## config.mk

```make
export PLATFORM = sky130hd
export DESIGN_NAME = sprite_xor_framebuffer_flat
export DESIGN_NICKNAME = d
export VERILOG_FILES = /design/src/hdl/sxf_pkg.sv /design/src/hdl/sxf_if.sv /design/src/hdl/sxf_lane.sv /design/src/hdl/sxf_merge.sv /design/src/hdl/sxf_store.sv /design/src/hdl/sprite_xor_framebuffer.sv /design/src/flat_wrapper.sv
export VERILOG_INCLUDE_DIRS = /design/src /design/src/hdl
export SDC_FILE = /design/constraint.sdc
export NUM_CORES = 2
export LEC_CHECK = 0
export BUFFER_PORTS_ARGS = -buffer_cell sky130_fd_sc_hd__buf_4
export CAP_MARGIN = 20
export CORE_ASPECT_RATIO = 0.8
export CORE_MARGIN = 2
export CORE_UTILIZATION = 45
export CTS_BUF_LIST = sky130_fd_sc_hd__clkbuf_8
export CTS_CLUSTER_SIZE = 16
export DETAILED_ROUTE_END_ITERATION = 8
export GPL_TIMING_DRIVEN = 0
export SLEW_MARGIN = 25
export SYNTH_ARGS = -nofsm -noshare
export SYNTH_HDL_FRONTEND = slang
export SYNTH_SLANG_ARGS = --single-unit
```

## constraint.sdc

```tcl
create_clock -name clk -period 12.3 [get_ports clk]
set_input_delay 1.23 -clock clk [delete_from_list [all_inputs] [get_ports clk]]
set_output_delay 1.23 -clock clk [all_outputs]
set_load 0.01 [all_outputs]
```

## src/hdl/assert_macros.svh

```systemverilog
// Assertion macros shared by the frame store RTL.
`ifndef ASSERT_MACROS_SVH
`define ASSERT_MACROS_SVH

// Clocked check, switched off while reset is asserted.
`define AM_ASSERT(lbl, clk, rst_n, prop, msg) \
	lbl: assert property (@(posedge clk) disable iff (!rst_n) prop) else $error(msg);

// Clocked check that also runs during reset.
`define AM_ASSERT_ALWAYS(lbl, clk, prop, msg) \
	lbl: assert property (@(posedge clk) prop) else $error(msg);

`endif

```

## src/hdl/sxf_pkg.sv

```systemverilog
// Shared types and constants for the sprite XOR frame store.
`default_nettype none

package sxf_pkg;

	localparam int DISPLAY_WIDTH_DEF  = 64;
	localparam int DISPLAY_HEIGHT_DEF = 32;
	localparam int LANES      = 8;   // pixels in one sprite row
	localparam int GLYPH_PIX  = 4;   // pixels in one glyph row
	localparam int POS_W      = 8;
	localparam int ROW_DATA_W = 64;

	typedef enum logic [1:0] {
		REQ_CLEAR = 2'd0,
		REQ_XOR   = 2'd1,
		REQ_GLYPH = 2'd2,
		REQ_READ  = 2'd3
	} req_type_t;

	typedef enum logic {
		ST_IDLE = 1'b0,
		ST_RMW  = 1'b1
	} sxf_state_t;

	typedef struct packed {
		logic wr_en;
		logic clr_all;
	} sxf_wr_ctl_t;

endpackage

`default_nettype wire

```

## src/hdl/sxf_if.sv

```systemverilog
// Request and response channel interfaces.
`default_nettype none

interface sxf_req_if;
	logic       valid;
	logic       ready;
	logic [1:0] req_type;
	logic [7:0] pos_x;
	logic [7:0] pos_y;
	logic [7:0] row_bits;
	logic       first_row;

	modport source (output valid, req_type, pos_x, pos_y, row_bits, first_row,
		input ready);
	modport sink (input valid, req_type, pos_x, pos_y, row_bits, first_row,
		output ready);
endinterface

interface sxf_rsp_if;
	logic        valid;
	logic        ready;
	logic        collision;
	logic [63:0] row_data;

	modport source (output valid, collision, row_data, input ready);
	modport sink (input valid, collision, row_data, output ready);
endinterface

`default_nettype wire

```

## src/hdl/sxf_lane.sv

```systemverilog
// One pixel lane: places a single sprite pixel in the display row, with clipping.
`default_nettype none

module sxf_lane
	import sxf_pkg::*;
#(
	parameter int DISPLAY_WIDTH = DISPLAY_WIDTH_DEF,
	parameter int LANE_IDX      = 0
) (
	input  wire logic [POS_W-1:0]         pos_x,
	input  wire logic                     pix,
	output logic      [DISPLAY_WIDTH-1:0] mask
);

	localparam int CW = $clog2(DISPLAY_WIDTH);
	localparam logic [DISPLAY_WIDTH-1:0] ONE = DISPLAY_WIDTH'(1);

	logic [POS_W:0] col;
	logic [CW-1:0]  sel;
	logic           lit;

	always_comb begin
		col  = {1'b0, pos_x} + (POS_W+1)'(LANE_IDX);
		lit  = pix && (col < (POS_W+1)'(DISPLAY_WIDTH));
		// column c lives at bit W-1-c
		sel  = CW'(DISPLAY_WIDTH - 1) - col[CW-1:0];
		mask = lit ? (ONE << sel) : '0;
	end

endmodule

`default_nettype wire

```

## src/hdl/sxf_merge.sv

```systemverilog
// Combines the lane masks into one row mask and holds it for the update cycle.
`default_nettype none

module sxf_merge
	import sxf_pkg::*;
#(
	parameter int DISPLAY_WIDTH = DISPLAY_WIDTH_DEF
) (
	input  wire logic                     clk,
	input  wire logic                     load,
	input  wire logic [DISPLAY_WIDTH-1:0] lane_mask [LANES],
	output logic      [DISPLAY_WIDTH-1:0] mask_s1
);

	logic [DISPLAY_WIDTH-1:0] mask_all;

	always_comb begin
		mask_all = '0;
		for (int i = 0; i < LANES; i++) begin
			mask_all = mask_all | lane_mask[i];
		end
	end

	always_ff @(posedge clk) begin
		if (load) begin
			mask_s1 <= mask_all;
		end
	end

endmodule

`default_nettype wire

```

## src/hdl/sxf_store.sv

```systemverilog
// Frame row memory with per-row valid bits, so a screen clear resets every row at once.
`default_nettype none

module sxf_store
	import sxf_pkg::*;
#(
	parameter int DISPLAY_WIDTH  = DISPLAY_WIDTH_DEF,
	parameter int DISPLAY_HEIGHT = DISPLAY_HEIGHT_DEF,
	localparam int AW = $clog2(DISPLAY_HEIGHT)
) (
	input  wire logic                     clk,
	input  wire logic                     arst_n,
	input  wire logic                     rd_en,
	input  wire logic [AW-1:0]            rd_idx,
	output logic      [DISPLAY_WIDTH-1:0] rd_row,
	input  wire sxf_wr_ctl_t              wr_ctl,
	input  wire logic [AW-1:0]            wr_idx,
	input  wire logic [DISPLAY_WIDTH-1:0] wr_row
);

`include "assert_macros.svh"

	logic [DISPLAY_WIDTH-1:0]  mem [DISPLAY_HEIGHT];
	logic [DISPLAY_HEIGHT-1:0] vld_q;
	logic [DISPLAY_WIDTH-1:0]  rd_data_q;
	logic                      rd_vld_q;

	always_ff @(posedge clk) begin
		if (wr_ctl.wr_en) begin
			mem[wr_idx] <= wr_row;
		end
		if (rd_en) begin
			rd_data_q <= mem[rd_idx];
		end
	end

	always_ff @(posedge clk or negedge arst_n) begin
		if (!arst_n) begin
			vld_q    <= '0;
			rd_vld_q <= 1'b0;
		end else begin
			if (wr_ctl.clr_all) begin
				vld_q <= '0;
			end else if (wr_ctl.wr_en) begin
				vld_q[wr_idx] <= 1'b1;
			end
			if (rd_en) begin
				rd_vld_q <= vld_q[rd_idx];
			end
		end
	end

	// a row never written since the last clear reads as dark
	assign rd_row = rd_vld_q ? rd_data_q : '0;

	`AM_ASSERT(a_clr_empties, clk, arst_n, wr_ctl.clr_all |=> (vld_q == '0), "clear left a row valid")
	`AM_ASSERT(a_wr_excl, clk, arst_n, !(wr_ctl.clr_all && wr_ctl.wr_en), "clear and row write together")

endmodule

`default_nettype wire

```

## src/hdl/sprite_xor_framebuffer.sv

```systemverilog
// Top level of the sprite XOR frame store: lanes, merge, row store and control.
//
//  channel  dir  payload                                      handshake
//  req      in   req_type, pos_x, pos_y, row_bits, first_row  valid/ready
//  rsp      out  collision, row_data                          valid/ready
//
// Each request has two steps: accept plus registered row read, then the
// read-modify-write of that row together with loading the response register.
// The registered row read ahead of the write sets this; one request is in flight at a time.
// A new request is taken while the previous response still waits in rsp.
// Screen clear resets the per-row valid bits at once; no clearing pass after reset.
// A stalled rsp holds the update cycle until the response register frees up.
`default_nettype none

module sprite_xor_framebuffer
	import sxf_pkg::*;
#(
	parameter int DISPLAY_WIDTH  = DISPLAY_WIDTH_DEF,
	parameter int DISPLAY_HEIGHT = DISPLAY_HEIGHT_DEF
) (
	input  wire logic clk,
	input  wire logic arst_n,
	sxf_req_if.sink   req,
	sxf_rsp_if.source rsp
);

`include "assert_macros.svh"

	localparam int AW = $clog2(DISPLAY_HEIGHT);

	sxf_state_t state_q, state_nxt;

	logic                     in_acc;
	logic                     on_scr;
	logic [DISPLAY_WIDTH-1:0] lane_mask [LANES];
	logic [DISPLAY_WIDTH-1:0] mask_s1;
	logic [DISPLAY_WIDTH-1:0] rd_row;
	logic [DISPLAY_WIDTH-1:0] row_cur;
	logic [DISPLAY_WIDTH-1:0] row_new;

	req_type_t                req_s1;
	logic                     on_scr_s1;
	logic                     first_s1;
	logic [AW-1:0]            idx_s1;

	logic                     flag_q;
	logic                     flag_nxt;
	logic                     hit;
	logic                     done;

	logic                     out_vld_q;
	logic                     out_coll_q;
	logic [ROW_DATA_W-1:0]    out_data_q;

	sxf_wr_ctl_t              wr_ctl;

	assign in_acc = req.valid && req.ready;
	assign on_scr = req.pos_y < POS_W'(DISPLAY_HEIGHT);

	// one lane per sprite pixel; glyph rows use only the first four lanes
	for (genvar j = 0; j < LANES; j++) begin : g_lane
		logic pix;
		assign pix = req.row_bits[LANES-1-j]
			&& ((req.req_type != REQ_GLYPH) || (j < GLYPH_PIX));
		sxf_lane #(
			.DISPLAY_WIDTH(DISPLAY_WIDTH),
			.LANE_IDX     (j)
		) u_lane (
			.pos_x(req.pos_x),
			.pix  (pix),
			.mask (lane_mask[j])
		);
	end

	sxf_merge #(
		.DISPLAY_WIDTH(DISPLAY_WIDTH)
	) u_merge (
		.clk      (clk),
		.load     (in_acc),
		.lane_mask(lane_mask),
		.mask_s1  (mask_s1)
	);

	sxf_store #(
		.DISPLAY_WIDTH (DISPLAY_WIDTH),
		.DISPLAY_HEIGHT(DISPLAY_HEIGHT)
	) u_store (
		.clk   (clk),
		.arst_n(arst_n),
		.rd_en (in_acc && on_scr),
		.rd_idx(req.pos_y[AW-1:0]),
		.rd_row(rd_row),
		.wr_ctl(wr_ctl),
		.wr_idx(idx_s1),
		.wr_row(row_new)
	);

	always_ff @(posedge clk) begin
		if (in_acc) begin
			req_s1    <= req_type_t'(req.req_type);
			on_scr_s1 <= on_scr;
			first_s1  <= req.first_row;
			idx_s1    <= req.pos_y[AW-1:0];
		end
	end

	always_comb begin
		row_cur = on_scr_s1 ? rd_row : '0;
		hit     = |(row_cur & mask_s1);
		row_new = (req_s1 == REQ_XOR) ? (row_cur ^ mask_s1) : (row_cur | mask_s1);

		flag_nxt = flag_q;
		if (req_s1 == REQ_XOR) begin
			if (first_s1) begin
				flag_nxt = 1'b0;
			end
			if (on_scr_s1 && hit) begin
				flag_nxt = 1'b1;
			end
		end
	end

	always_ff @(posedge clk or negedge arst_n) begin
		if (!arst_n) begin
			state_q <= ST_IDLE;
		end else begin
			state_q <= state_nxt;
		end
	end

	always_comb begin
		state_nxt      = state_q;
		req.ready      = 1'b0;
		done           = 1'b0;
		wr_ctl.wr_en   = 1'b0;
		wr_ctl.clr_all = 1'b0;
		unique case (state_q)
			ST_IDLE: begin
				req.ready = 1'b1;
				if (req.valid) begin
					state_nxt = ST_RMW;
				end
			end
			ST_RMW: begin
				if (!out_vld_q || rsp.ready) begin
					done           = 1'b1;
					state_nxt      = ST_IDLE;
					wr_ctl.clr_all = (req_s1 == REQ_CLEAR);
					wr_ctl.wr_en   = on_scr_s1
						&& ((req_s1 == REQ_XOR) || (req_s1 == REQ_GLYPH));
				end
			end
			default: begin
				state_nxt = ST_IDLE;
			end
		endcase
	end

	always_ff @(posedge clk or negedge arst_n) begin
		if (!arst_n) begin
			flag_q    <= 1'b0;
			out_vld_q <= 1'b0;
		end else begin
			if (done) begin
				flag_q    <= flag_nxt;
				out_vld_q <= 1'b1;
			end else if (rsp.ready) begin
				out_vld_q <= 1'b0;
			end
		end
	end

	always_ff @(posedge clk) begin
		if (done) begin
			out_coll_q <= flag_nxt;
			out_data_q <= (req_s1 == REQ_READ)
				? (ROW_DATA_W'(row_cur) << (ROW_DATA_W - DISPLAY_WIDTH)) : '0;
		end
	end

	assign rsp.valid     = out_vld_q;
	assign rsp.collision = out_coll_q;
	assign rsp.row_data  = out_data_q;

	`AM_ASSERT(a_acc_to_rmw, clk, arst_n, in_acc |=> (state_q == ST_RMW), "accepted request did not reach update")
	`AM_ASSERT(a_done_to_rsp, clk, arst_n, done |=> rsp.valid, "finished request produced no response")
	`AM_ASSERT(a_flag_by_xor, clk, arst_n, $rose(flag_q) |-> $past(done && (req_s1 == REQ_XOR)), "collision set outside a sprite row")
	`AM_ASSERT(a_wr_in_rmw, clk, arst_n, (wr_ctl.wr_en || wr_ctl.clr_all) |-> done, "row store written outside update")

endmodule

`default_nettype wire

```

## src/flat_wrapper.sv

```systemverilog
// flat-port wrapper written by rule: the top's interface ports become plain ports
module sprite_xor_framebuffer_flat import sxf_pkg::*;
#(
	parameter int DISPLAY_WIDTH  = DISPLAY_WIDTH_DEF,
	parameter int DISPLAY_HEIGHT = DISPLAY_HEIGHT_DEF
)
  (clk, arst_n, req_valid, req_req_type, req_pos_x, req_pos_y, req_row_bits, req_first_row, req_ready, rsp_valid, rsp_collision, rsp_row_data, rsp_ready);
  sxf_req_if req_i ();
  sxf_rsp_if rsp_i ();
  input  wire logic clk;
  input  wire logic arst_n;
  input wire logic [$bits(req_i.valid)-1:0] req_valid;
  input wire logic [$bits(req_i.req_type)-1:0] req_req_type;
  input wire logic [$bits(req_i.pos_x)-1:0] req_pos_x;
  input wire logic [$bits(req_i.pos_y)-1:0] req_pos_y;
  input wire logic [$bits(req_i.row_bits)-1:0] req_row_bits;
  input wire logic [$bits(req_i.first_row)-1:0] req_first_row;
  output wire logic [$bits(req_i.ready)-1:0] req_ready;
  output wire logic [$bits(rsp_i.valid)-1:0] rsp_valid;
  output wire logic [$bits(rsp_i.collision)-1:0] rsp_collision;
  output wire logic [$bits(rsp_i.row_data)-1:0] rsp_row_data;
  input wire logic [$bits(rsp_i.ready)-1:0] rsp_ready;
  assign req_i.valid = req_valid;
  assign req_i.req_type = req_req_type;
  assign req_i.pos_x = req_pos_x;
  assign req_i.pos_y = req_pos_y;
  assign req_i.row_bits = req_row_bits;
  assign req_i.first_row = req_first_row;
  assign req_ready = req_i.ready;
  assign rsp_valid = rsp_i.valid;
  assign rsp_collision = rsp_i.collision;
  assign rsp_row_data = rsp_i.row_data;
  assign rsp_i.ready = rsp_ready;
  sprite_xor_framebuffer #(.DISPLAY_WIDTH(DISPLAY_WIDTH), .DISPLAY_HEIGHT(DISPLAY_HEIGHT)) u_core (.clk(clk), .arst_n(arst_n), .req(req_i), .rsp(rsp_i));
endmodule
```

==> metrics.txt <==
worst slew pin tran 1090 ps; Initial Util 0.451; antenna-violating nets left 0; clock root cell clkbuf_8; die area 213000 um2; sequential share of the synthesized area 0.729; asr flop ratio synth 0.0157; post_cts resized 0; Post-Synthesis Cells 4699; Post-synth EDFFs 2250; crit path time final 5950 ps; Cells after DPL 7780; chip height 413 um; Critical Path Fanout Max 15; Slew Viols, Final 0; H-tree depth 5; HPWL after DPL 221000 um; busiest grt layer met2; Req. time, crit path 13100 ps; post-route cell area 111000 um2; Setup Viol. Count Final 0; Synth cell types 87; synth top area cells edfxtp_1 (72%), mux4_2 (16%), ha_1 (1.9%), nand2_1 (1.0%), dfrtp_1 (0.96%); vias post-DR 52700; worst r2r dst u_core.flag_q; average cell area after synthesis 20.0 um2; CTS tree yes; Post-Syn Area 94000 um2; GRT Total Usage 0.297; DR vias/cell 6.25; vias in the first global route 51500; Final Routed Wirelength 315000 um; DP Area 105000 um2; mean routed wirelength per cell 37.4 um; Max Cap Viol 0; reg2reg start u_core.on_scr_s1; clk sinks 2286; Slew headroom 0.254; Hold Buf Count CTS 0; largest area contributor in the netlist edfxtp_1; first-pass GRT wire length 430000 um; final setup skew 58.0 ps; die width 515 um; fill cell count 16300; Clock transition at path regs 60 ps; RSZ-0062 raised after global routing no; yosys synthesis warning count 0; total CTS buffers 363; Worst Path Arrival 6750 ps; worst r2r path cells 11; reg-to-reg slack, setup 7850 ps; grt met1 use 0.437; power consumption 17.8 mW; Synth Net Count 4871; global placer's final weighted congestion 1.02; initial DRC count 7719; critical path class in2reg; initial antenna violation count 13; Leakage 37.0 nW; fin crit share 0.483; Max VDD drop 0.000129 V; Final Hold Viols 0; Rows 150; Clock Latency Late Sink 990 ps; Post CTS Setup Buffer Count 0; PortBufs 95; area added between synthesis and finish 18.1%; drt first pass iters 6; Core Area 208000 um2; startpoint types input pin; fmax 168 MHz; Layout Nets 5581; DRC Markers 0; proportion of layout cells with a drive suffix above 1 0.316; Seq cells post-synth 2286; status finished clean; clock buffer depth 4; PD cells 161 nW/um2; pin count of the biggest net entering global routing 37; non-filler cells, final 8427; M3 GR Usage 0.0646; met2 Track Usage GR 0.445; worst hold path type in2async; Top FF cell, synth edfxtp_1; critical path capture point type flip-flop; top-area cell type share of the netlist area 0.719; I/O pin count 98; grt total ovfl 0
[sequential cells by signal (all words and copies together), names as in the netlist]
name	flops
u_core.u_merge.mask_s1	64
u_core.rsp.row_data	64
u_core.state_q	1
u_core.first_s1	1
u_core.u_store.rd_data_q	64
u_core.on_scr_s1	1
u_core.u_store.vld_q	32
u_core.u_store.rd_vld_q	1
u_core.rsp.valid	1
u_core.rsp.collision	1
u_core.flag_q	1
u_core.idx_s1	5
u_core.req_s1	2
u_core.u_store.mem	2048
[cell usage after synthesis, types with 34 or more instances]
| cell type | n |
|---|---|
| a21oi_1 | 39 |
| and2_1 | 80 |
| buf_2 | 71 |
| clkbuf_1 | 132 |
| dfrtp_1 | 36 |
| edfxtp_1 | 2250 |
| ha_1 | 141 |
| inv_1 | 162 |
| mux2_2 | 68 |
| mux4_2 | 650 |
| nand2_1 | 259 |
| nand3_1 | 62 |
| nor2_1 | 159 |
| o21a_1 | 34 |
| o21ai_0 | 80 |
[power by group]
group,total [mW],switching (mW),internal [mW]
Combinational,2.44,1.65,0.786
Clock,5.94,2.99,2.95
Sequential,9.46,0.0902,9.37
Total,17.8,4.73,13.1
[cells by family after synthesis]
group / Yosys count / share of synthesized area
flip-flops: 2286 / 0.729
AO/OA/AOI/OAI: 370 / 0.0282
multiplexers: 748 / 0.167
AND/OR/NAND/NOR: 715 / 0.0363
adder cells (fa/ha/maj): 141 / 0.0188
XOR/XNOR: 23 / 0.00230
buffers and inverters: 416 / 0.0187
[cells in the final DEF, fill, tap and decap left out, drive strengths merged, types with 34 or more instances in the layout]
cell type / instances
mux4: 650
and2: 80
buf: 464
edfxtp: 2250
nand3: 63
ha: 141
o21ai: 89
clkbuf: 504
inv: 291
clkinv: 126
dfrtp: 36
nand2: 260
o21a: 34
nor2: 162
a21oi: 41
mux2: 68
[worst max path at each step]
stage | start | endpoint | slack [ps]
2_1_floorplan | rsp_ready | u_core.u_store.mem[24][0] | 5050
3_3_place_gp | rsp_ready | u_core.u_store.mem[20][30] | -3230
3_5_place_dp | req_pos_x[2] | u_core.u_merge.mask_s1[44] | 5610
4_1_cts | req_pos_x[2] | u_core.u_merge.mask_s1[44] | 6660
5_1_grt | req_pos_x[2] | u_core.u_merge.mask_s1[44] | 6470
6_report | req_pos_x[2] | u_core.u_merge.mask_s1[42] | 6350
[layout make-up]
cell class	instances	area, um2	area share
repair buffers	345	6250	0.0563
clock buffers	371	5110	0.0460
inverters	164	616	0.00555
multi-input cells	1997	24600	0.221
clock inverters	268	1320	0.0119
plain buffers	252	1220	0.0110
well taps	2736	3420	0.0308
flip-flops and latches	2286	68500	0.617
diodes	8	20.0	0.000180
[critical path, stage by stage]
cell	delay (ps)
buf_4	160
clkbuf_1	210
inv_1	120
clkbuf_1	820
clkbuf_2	740
ha_1	510
a21boi_0	400
o221a_2	490
o21ai_1	400
buf_2	380
nor4_2	920
a211oi_1	100
nand2_1	260
[stage by stage]
step / utilization / hold slack (ps) / setup slack, ps / TNS (ps)
final: 0.533 / 240 / 6350 / 0
after detailed placement: 0.502 / 476 / 5610 / 0
after global routing: 0.533 / 232 / 6470 / 0
after CTS: 0.533 / 209 / 6660 / 0
after floorplan: - / 459 / 5050 / 0
after global placement: 0.471 / 469 / -3230 / -5806330
[layer usage]
metal  vias up  share of wire  wire [um]
li1      20800              -          -
met1     28500           0.43     134000
met2      2861           0.45     143000
met3       469          0.091      28700
met4         8          0.031       9930
met5         -        0.00018         58
Note: power is estimated with default switching activity, not from simulation.
